### src/rtl/b64d_pkg.sv
// Package for the Base64 stream decoder: job type passed from the front end
// to the byte sequencer, queue sizing and the alphabet lookup function.
// No dependencies.
`default_nettype none

package b64d_pkg;

  // Depth of the job queue between the character front end and the byte back end.
  localparam int unsigned FifoDepth = 4;
  localparam int unsigned FifoAw    = $clog2(FifoDepth);
  localparam int unsigned FifoCw    = $clog2(FifoDepth + 1);

  localparam logic [7:0] ChPlus  = 8'h2b;  // '+'
  localparam logic [7:0] ChSlash = 8'h2f;  // '/'
  localparam logic [7:0] ChUpA   = 8'h41;
  localparam logic [7:0] ChUpZ   = 8'h5a;
  localparam logic [7:0] ChLoA   = 8'h61;
  localparam logic [7:0] ChLoZ   = 8'h7a;
  localparam logic [7:0] ChDig0  = 8'h30;
  localparam logic [7:0] ChDig9  = 8'h39;

  // One job holds every result word caused by one input character.
  typedef struct packed {
    logic [2:0][7:0] data;      // data[0] goes out first
    logic [1:0]      last_idx;  // index of the last result of the job
    logic            has_byte;  // zero only for a bare end mark
    logic            msg_end;   // last result closes the message
    logic            stopped;   // decoding was halted in this message
  } b64d_job_t;

  // Returns {invalid, value}. Padding and anything outside the alphabet are invalid.
  function automatic logic [6:0] sextet_of(input logic [7:0] ch);
    logic [7:0] v;
    logic       bad;
    v   = 8'h00;
    bad = 1'b0;
    if (ch >= ChUpA && ch <= ChUpZ) begin
      v = ch - ChUpA;
    end else if (ch >= ChLoA && ch <= ChLoZ) begin
      v = ch - 8'd71;
    end else if (ch >= ChDig0 && ch <= ChDig9) begin
      v = ch + 8'd4;
    end else if (ch == ChPlus) begin
      v = 8'd62;
    end else if (ch == ChSlash) begin
      v = 8'd63;
    end else begin
      bad = 1'b1;
    end
    return {bad, v[5:0]};
  endfunction

endpackage

`default_nettype wire

### src/rtl/b64d_front.sv
// Character front end of the Base64 decoder: classifies each character,
// keeps the group state and builds one job per character that has results.
// Depends on b64d_pkg.
`default_nettype none

module b64d_front (
  input  wire logic              clk_i,
  input  wire logic              rst_ni,
  input  wire logic              in_valid_i,
  output logic                   in_ready_o,
  input  wire logic [7:0]        symbol_i,
  input  wire logic              message_end_i,
  output logic                   push_o,
  output b64d_pkg::b64d_job_t    job_o,
  input  wire logic              queue_ready_i
);

  logic [1:0]  fill_q, fill_d;
  logic [17:0] buf_q, buf_d;
  logic        halted_q, halted_d;
  logic        accept;
  logic [6:0]  sx;
  logic [23:0] word;
  logic        group_done;

  assign in_ready_o = queue_ready_i;
  assign accept     = in_valid_i && queue_ready_i;
  assign sx         = b64d_pkg::sextet_of(symbol_i);
  assign word       = {buf_q, sx[5:0]};

  always_comb begin
    fill_d     = fill_q;
    buf_d      = buf_q;
    halted_d   = halted_q;
    group_done = 1'b0;
    job_o      = '0;

    if (!halted_q) begin
      if (sx[6]) begin
        halted_d = 1'b1;
      end else if (fill_q == 2'd3) begin
        group_done    = 1'b1;
        job_o.data[0] = word[23:16];
        job_o.data[1] = word[15:8];
        job_o.data[2] = word[7:0];
        job_o.last_idx = 2'd2;
        job_o.has_byte = 1'b1;
        fill_d = 2'd0;
        buf_d  = '0;
      end else begin
        buf_d  = {buf_q[11:0], sx[5:0]};
        fill_d = fill_q + 2'd1;
      end
    end

    if (message_end_i) begin
      // A completed group leaves fill at zero, so the flush only sees partial groups.
      unique case (fill_d)
        2'd2: begin
          job_o.data[0]  = buf_d[11:4];
          job_o.last_idx = 2'd0;
          job_o.has_byte = 1'b1;
        end
        2'd3: begin
          job_o.data[0]  = buf_d[17:10];
          job_o.data[1]  = buf_d[9:2];
          job_o.last_idx = 2'd1;
          job_o.has_byte = 1'b1;
        end
        default: begin
        end
      endcase
      job_o.msg_end = 1'b1;
      job_o.stopped = halted_d;
      fill_d   = 2'd0;
      buf_d    = '0;
      halted_d = 1'b0;
    end
  end

  assign push_o = accept && (group_done || message_end_i);

  always_ff @(posedge clk_i or negedge rst_ni) begin
    if (!rst_ni) begin
      fill_q   <= 2'd0;
      buf_q    <= '0;
      halted_q <= 1'b0;
    end else if (accept) begin
      fill_q   <= fill_d;
      buf_q    <= buf_d;
      halted_q <= halted_d;
    end
  end

endmodule

`default_nettype wire

### src/rtl/b64d_fifo.sv
// Job queue of the Base64 decoder: a small register-based FIFO that decouples
// the character front end from the byte back end. Depends on b64d_pkg.
`default_nettype none

module b64d_fifo (
  input  wire logic              clk_i,
  input  wire logic              rst_ni,
  input  wire logic              push_i,
  input  b64d_pkg::b64d_job_t    push_data_i,
  output logic                   ready_o,
  output logic                   valid_o,
  output b64d_pkg::b64d_job_t    pop_data_o,
  input  wire logic              pop_i
);

  b64d_pkg::b64d_job_t mem_q [b64d_pkg::FifoDepth];
  logic [b64d_pkg::FifoAw-1:0] wr_ptr_q, wr_ptr_d, rd_ptr_q, rd_ptr_d;
  logic [b64d_pkg::FifoCw-1:0] count_q, count_d;
  logic do_push, do_pop;

  assign ready_o    = (count_q != b64d_pkg::FifoCw'(b64d_pkg::FifoDepth));
  assign valid_o    = (count_q != '0);
  assign do_push    = push_i && ready_o;
  assign do_pop     = pop_i && valid_o;
  assign pop_data_o = mem_q[rd_ptr_q];

  always_comb begin
    wr_ptr_d = do_push ? wr_ptr_q + 1'b1 : wr_ptr_q;
    rd_ptr_d = do_pop  ? rd_ptr_q + 1'b1 : rd_ptr_q;
    count_d  = count_q;
    if (do_push && !do_pop) begin
      count_d = count_q + 1'b1;
    end else if (do_pop && !do_push) begin
      count_d = count_q - 1'b1;
    end
  end

  always_ff @(posedge clk_i or negedge rst_ni) begin
    if (!rst_ni) begin
      wr_ptr_q <= '0;
      rd_ptr_q <= '0;
      count_q  <= '0;
    end else begin
      wr_ptr_q <= wr_ptr_d;
      rd_ptr_q <= rd_ptr_d;
      count_q  <= count_d;
    end
  end

  always_ff @(posedge clk_i) begin
    if (do_push) begin
      mem_q[wr_ptr_q] <= push_data_i;
    end
  end

  a_no_push_when_full: assert property (@(posedge clk_i) disable iff (!rst_ni)
    push_i |-> ready_o) else $error("job pushed into a full queue");

  a_no_pop_when_empty: assert property (@(posedge clk_i) disable iff (!rst_ni)
    pop_i |-> valid_o) else $error("job popped from an empty queue");

  a_count_tracks_ptrs: assert property (@(posedge clk_i) disable iff (!rst_ni)
    (count_q != b64d_pkg::FifoCw'(b64d_pkg::FifoDepth)) |->
      (b64d_pkg::FifoAw'(wr_ptr_q - rd_ptr_q) == b64d_pkg::FifoAw'(count_q)))
    else $error("queue fill count disagrees with pointers");

endmodule

`default_nettype wire

### src/rtl/b64d_back.sv
// Byte back end of the Base64 decoder: takes jobs from the queue and sends
// their result words out from a held job register, one per cycle while
// out_ready_i is high. Depends on b64d_pkg.
`default_nettype none

module b64d_back (
  input  wire logic              clk_i,
  input  wire logic              rst_ni,
  input  wire logic              job_valid_i,
  input  b64d_pkg::b64d_job_t    job_i,
  output logic                   pop_o,
  output logic                   out_valid_o,
  input  wire logic              out_ready_i,
  output logic [7:0]             data_byte_o,
  output logic                   byte_valid_o,
  output logic                   run_last_o,
  output logic                   output_end_o,
  output logic                   stopped_early_o
);

  b64d_pkg::b64d_job_t cur_q;
  logic                cur_valid_q, cur_valid_d;
  logic [1:0]          idx_q, idx_d;
  logic                is_last;
  logic                take;

  assign is_last = (idx_q == cur_q.last_idx);
  assign take    = cur_valid_q && out_ready_i;
  assign pop_o   = job_valid_i && (!cur_valid_q || (take && is_last));

  always_comb begin
    cur_valid_d = cur_valid_q;
    idx_d       = idx_q;
    if (pop_o) begin
      cur_valid_d = 1'b1;
      idx_d       = 2'd0;
    end else if (take) begin
      if (is_last) begin
        cur_valid_d = 1'b0;
      end else begin
        idx_d = idx_q + 2'd1;
      end
    end
  end

  always_ff @(posedge clk_i or negedge rst_ni) begin
    if (!rst_ni) begin
      cur_valid_q <= 1'b0;
      idx_q       <= 2'd0;
    end else begin
      cur_valid_q <= cur_valid_d;
      idx_q       <= idx_d;
    end
  end

  always_ff @(posedge clk_i) begin
    if (pop_o) begin
      cur_q <= job_i;
    end
  end

  assign out_valid_o     = cur_valid_q;
  assign data_byte_o     = cur_q.data[idx_q];
  assign byte_valid_o    = cur_q.has_byte;
  assign run_last_o      = is_last;
  assign output_end_o    = is_last && cur_q.msg_end;
  assign stopped_early_o = is_last && cur_q.stopped;

  a_idx_in_job: assert property (@(posedge clk_i) disable iff (!rst_ni)
    cur_valid_q |-> (idx_q <= cur_q.last_idx)) else $error("result index past job end");

  a_bare_mark_single: assert property (@(posedge clk_i) disable iff (!rst_ni)
    (cur_valid_q && !cur_q.has_byte) |-> (cur_q.msg_end && cur_q.last_idx == 2'd0))
    else $error("bare end mark job malformed");

  a_stop_needs_end: assert property (@(posedge clk_i) disable iff (!rst_ni)
    (cur_valid_q && cur_q.stopped) |-> cur_q.msg_end)
    else $error("stop flag on a job that does not end the message");

  a_advance_one: assert property (@(posedge clk_i) disable iff (!rst_ni)
    (take && !is_last) |=> (cur_valid_q && idx_q == $past(idx_q) + 2'd1))
    else $error("result index did not advance by one");

endmodule

`default_nettype wire

### src/rtl/base64_stream_decoder_unit.sv
// Top level of the streaming Base64 decoder (standard alphabet).
// Instantiates b64d_front, b64d_fifo and b64d_back; depends on b64d_pkg.
`default_nettype none

// The decoder takes one ASCII character word per cycle on the input channel
// while in_ready_o is high and sends decoded bytes, one word per cycle while
// out_ready_i is high, on the output channel. Every fourth alphabet
// character completes a group and releases three bytes; the first '=' or
// character outside the alphabet (including any code above 127) stops
// decoding until the word flagged with message_end_i, which flushes a
// partial group of two or three values as one or two bytes and clears the
// state. The last result of each message has output_end_o set and reports in
// stopped_early_o whether decoding was halted; if no byte is due at that point
// a single word with byte_valid_o low carries the end mark. run_last_o marks
// the last result caused by one input character. A character's job goes
// through the job queue and the back end's job register before its results
// appear. The front end accepts a character every cycle while the four-entry
// job queue has room; the back end delivers one result word per cycle while
// out_ready_i is high, and a message end may add up to two more words. Both
// channels use valid/ready and the output is driven from registers.
module base64_stream_decoder_unit (
  input  wire logic       clk_i,
  input  wire logic       rst_ni,
  input  wire logic       in_valid_i,
  output logic            in_ready_o,
  input  wire logic [7:0] symbol_i,
  input  wire logic       message_end_i,
  output logic            out_valid_o,
  input  wire logic       out_ready_i,
  output logic [7:0]      data_byte_o,
  output logic            byte_valid_o,
  output logic            run_last_o,
  output logic            output_end_o,
  output logic            stopped_early_o
);

  // Jobs written by the front end: one per character that has any result.
  logic                push;
  b64d_pkg::b64d_job_t push_job;
  logic                queue_ready;

  // Jobs read by the back end.
  logic                job_valid;
  b64d_pkg::b64d_job_t pop_job;
  logic                pop;

  b64d_front u_front (
    .clk_i         (clk_i),
    .rst_ni        (rst_ni),
    .in_valid_i    (in_valid_i),
    .in_ready_o    (in_ready_o),
    .symbol_i      (symbol_i),
    .message_end_i (message_end_i),
    .push_o        (push),
    .job_o         (push_job),
    .queue_ready_i (queue_ready)
  );

  b64d_fifo u_fifo (
    .clk_i       (clk_i),
    .rst_ni      (rst_ni),
    .push_i      (push),
    .push_data_i (push_job),
    .ready_o     (queue_ready),
    .valid_o     (job_valid),
    .pop_data_o  (pop_job),
    .pop_i       (pop)
  );

  b64d_back u_back (
    .clk_i           (clk_i),
    .rst_ni          (rst_ni),
    .job_valid_i     (job_valid),
    .job_i           (pop_job),
    .pop_o           (pop),
    .out_valid_o     (out_valid_o),
    .out_ready_i     (out_ready_i),
    .data_byte_o     (data_byte_o),
    .byte_valid_o    (byte_valid_o),
    .run_last_o      (run_last_o),
    .output_end_o    (output_end_o),
    .stopped_early_o (stopped_early_o)
  );

endmodule

`default_nettype wire
### config.mk
export PLATFORM = sky130hd
export DESIGN_NAME = base64_stream_decoder_unit
export DESIGN_NICKNAME = d
export VERILOG_FILES = /design/src/rtl/b64d_pkg.sv /design/src/rtl/b64d_front.sv /design/src/rtl/b64d_fifo.sv /design/src/rtl/b64d_back.sv /design/src/rtl/base64_stream_decoder_unit.sv
export SDC_FILE = /design/constraint.sdc
export NUM_CORES = 1
export LEC_CHECK = 0
export ABC_AREA = 1
export BUFFER_PORTS_ARGS = -buffer_cell sky130_fd_sc_hd__buf_2
export CAP_MARGIN = 5
export CORE_MARGIN = 2
export CORE_UTILIZATION = 25
export DETAILED_ROUTE_END_ITERATION = 10
export PLACE_DENSITY = 0.39
export SYNTH_ARGS = -nofsm -noshare
export SYNTH_HDL_FRONTEND = slang
export SYNTH_SLANG_ARGS = --single-unit
### constraint.sdc
create_clock -name clk_i -period 5 [get_ports clk_i]
set_clock_uncertainty 0.1 [all_clocks]
set_input_delay 0.5 -clock clk_i [delete_from_list [all_inputs] [get_ports clk_i]]
set_output_delay 0.5 -clock clk_i [all_outputs]
set_load 0.02 [all_outputs]
==> summary.md <==
| Metric | Value |
|---|---|
| Cells on worst reg2reg path | 10 |
| WP data required | 5.21 ns |
| Worst Path Arrival | 3.45 ns |
| Number of CTS-inserted buffers | 17 |
| Die width | 183 um |
| Least-Margin Pin Slew | 1.09 ns |
| CTS tree | yes |
| Most frequent cell after synthesis | edfxtp_1 |
| Reg-to-Reg End | u_fifo.count_q[1]$_DFFE_PN0P_ |
| Tmin final | 3.24 ns |
| Die ar. | 33600 sq um |
| Crit Path Max Fanout | 12 |
| Worst VDD drop | 0.199 mV |
| Vias | 5291 |
| Status | finished, final reports clean |
| Area share of the largest cell type after synthesis | 54.2% |
| Starting Density | 25.4% |
| Area delta synth->final | 14.7% |
| Worst Setup Start Kind | flip-flop |
| Area leader, netlist | edfxtp_1 |
| Final setup vio count | 0 |
| ANT cells | 0 |
| Netlist Area Pre-Place | 8030 sq um |
| Reg2reg start | u_back.idx_q[0]$_DFFE_PN0P_ |
| Cts hold-fix bufs | 0 |
| Ys Warns | 0 |
| Tcrit/Tclk final | 64.8% |
| Max Root-Sink Buffers | 2 |
| H-tree levels | 4 |
| Clk sink count | 176 |
| Static Leak | 3.47 nW |
| Port bufs | 26 |
| Pwr dens | 529 nW/um^2 |
| Synth cell types | 36 |
| Maxcap violations | 0 |
| Resized cells post-CTS | 0 |
| Die Height | 183 um |
| Final TNS setup | 0 ns |
| Yosys reg bits | 176 |
| Clk root buf | clkbuf_16 |
| Syn nets | 772 |
| R2R setup slack | 1.76 ns |
| Post-synth EDFFs | 145 |
| Largest net degree at the start of global routing | 60 |
| Clock transition at path regs | 0.07 ns |
| Post-synth ARST share | 17.6% |
| Pwr Total | 4.87 mW |
| Rows | 65 |
| F_max | 308 MHz |
| DR vias/cell | 4.47 |
| Number of antenna violations at the first check in global routing | 0 |
| Nets | 798 |
| Drt total wl | 20000 um |
| Core area | 31600 sq um |
| Initial DRC Count | 274 |
| Clock Latency Late Sink | 0.43 ns |
| Cells after Synth | 743 |
| Dpl cells | 1152 |
| Fin util | 29.2% |
| Dpl hpwl | 13500 um |
| Routed wire per std cell | 16.9 um |
| All-Layer GR Usage | 12.4% |
| Post-DRT Antenna Nets | 0 |
| First-pass GRT wire length | 31000 um |
| Most used DFF post-synth | edfxtp_1 |
| Drt pass-1 iters | 5 |
| Overflow left after global routing | 0 |
| # DRC | 0 |
| Hold Fails Final Rpt | 0 |
| Crit path kind | flip-flop to flip-flop |
| Synth cell count leaders | edfxtp_1 (145), nand2_1 (113), nor2_1 (104), o21ai_0 (90), inv_1 (56) |
| Cell Count, Final, Fillers Out | 1184 |
| Final Wtd Congestion | 0.825 |
| HP Class | input port to async pin |
| Setup Fix Bufs, Post-CTS | 0 |
| RSZ-0062 raised after global routing | false |
| Seq/Total Area, Yosys | 63.9% |
| Final slew viol count | 0 |
| Layout cell share with drive strength beyond 1 | 13.6% |
| Top cells by area, synth | edfxtp_1 (54%), dfrtp_1 (9.7%), o21ai_0 (5.6%), nand2_1 (5.3%), nor2_1 (4.9%) |
| Syn_area_per_cell | 10.8 sq um |
| I/O pins | 27 |
| Vias in the first global route | 5285 |
| CP endpoint kind | flip-flop |
| Slew margin rel. | 27.0% |
## where the power goes
part / total, mW / switching, mW / internal [mW] / leakage, nW
clock network: 1.27 / 0.607 / 0.662 / 0.277
logic: 1.53 / 1.11 / 0.421 / 1.42
registers: 2.08 / 0.118 / 1.96 / 1.77
## stage by stage
step | worst slack, ns | hold WS [ns] | area [sq um]
finish | 1.76 | 0.0501 | 9210
global route | 1.46 | 0.0953 | 9210
CTS | 1.72 | 0.0892 | 9210
detailed placement | 1.37 | 0.396 | 8640
global placement | 1.40 | 0.390 | 8640
floorplan | 1.50 | 0.104 | 8030
## sequential cells by signal, indices dropped and copies added, names as in the netlist
| register | flops |
|---|---|
| u_fifo.mem_q | 116 |
| u_back.cur_q | 28 |
| u_front.buf_q | 18 |
| u_fifo.count_q | 3 |
| u_back.idx_q | 2 |
| u_fifo.rd_ptr_q | 2 |
| u_fifo.wr_ptr_q | 2 |
| u_front.fill_q | 2 |
| u_back.byte_valid_o | 1 |
| u_back.out_valid_o | 1 |
| u_front.halted_q | 1 |
## layout make-up
type,instances,area (sq um)
Inverter,67,251
Clock inverter,15,143
Fill cell,3278,22300
Clock buffer,17,425
Multi-Input combinational cell,471,2550
Tap cell,402,503
Sequential cell,176,5130
Timing Repair Buffer,36,205
## critical path, stage by stage (launching register included)
cell and delay, ns:
dfrtp_1 0.49, or2_2 0.32, a21oi_1 0.23, inv_1 0.14, o21ai_0 0.46, o21ai_0 0.42
ha_1 0.32, inv_1 0.10, fa_1 0.40, nor2_1 0.11, a21oi_1 0.05
## cell usage in the layout, fill, tap and decap left out, drive strengths merged, types with 2 or more instances in the layout
master    n
a21oi    10
a22o      7
buf      36
clkbuf   17
clkinv    7
dfrtp    31
edfxtp  145
ha       15
inv      74
nand2   124
nand3    33
nand4     8
nor2    108
nor3      3
o211ai    2
o21ai    97
o22ai    47
or2       2
xnor2     3
xor2     10
## layer usage
layer | global-route usage [%] | part of all wire (%) | routed length [um] | vias to the layer above
li1 | - | - | - | 2641
met1 | 16.5 | 49 | 9750 | 2556
met2 | 20.4 | 47 | 9310 | 77
met3 | 2.24 | 2.7 | 542 | 17
met4 | 3.94 | 1.9 | 386 | 0
met5 | 0 | 0 | 0 | -
## kinds of logic after synthesis
| logic type | after synthesis | share of synthesized area [%] |
|---|---|---|
| AO/OA/AOI/OAI | 164 | 11.5 |
| AND/OR/NAND/NOR | 278 | 15.9 |
| adder cells (fa/ha/maj) | 16 | 2.59 |
| XOR/XNOR | 13 | 1.42 |
| flip-flops | 176 | 63.9 |
| buffers and inverters | 96 | 4.75 |
## worst max path at each step
stage                                start                            end  slack, ns  cells past startpoint
6_report       u_back.idx_q[0]$_DFFE_PN0P_  u_fifo.count_q[1]$_DFFE_PN0P_       1.76                     10
5_1_grt        u_back.idx_q[0]$_DFFE_PN0P_  u_fifo.count_q[1]$_DFFE_PN0P_       1.46                     10
4_1_cts        u_back.idx_q[0]$_DFFE_PN0P_  u_fifo.count_q[1]$_DFFE_PN0P_       1.72                     10
3_5_place_dp                   symbol_i[0]  u_fifo.mem_q[0][27]$_DFFE_PP_       1.37                     15
3_3_place_gp                   symbol_i[2]  u_fifo.count_q[2]$_DFFE_PN0P_       1.40                     20
2_1_floorplan                  symbol_i[0]   u_fifo.mem_q[0][0]$_DFFE_PP_       1.50                     13
Note: power is estimated with default switching activity, not from simulation.
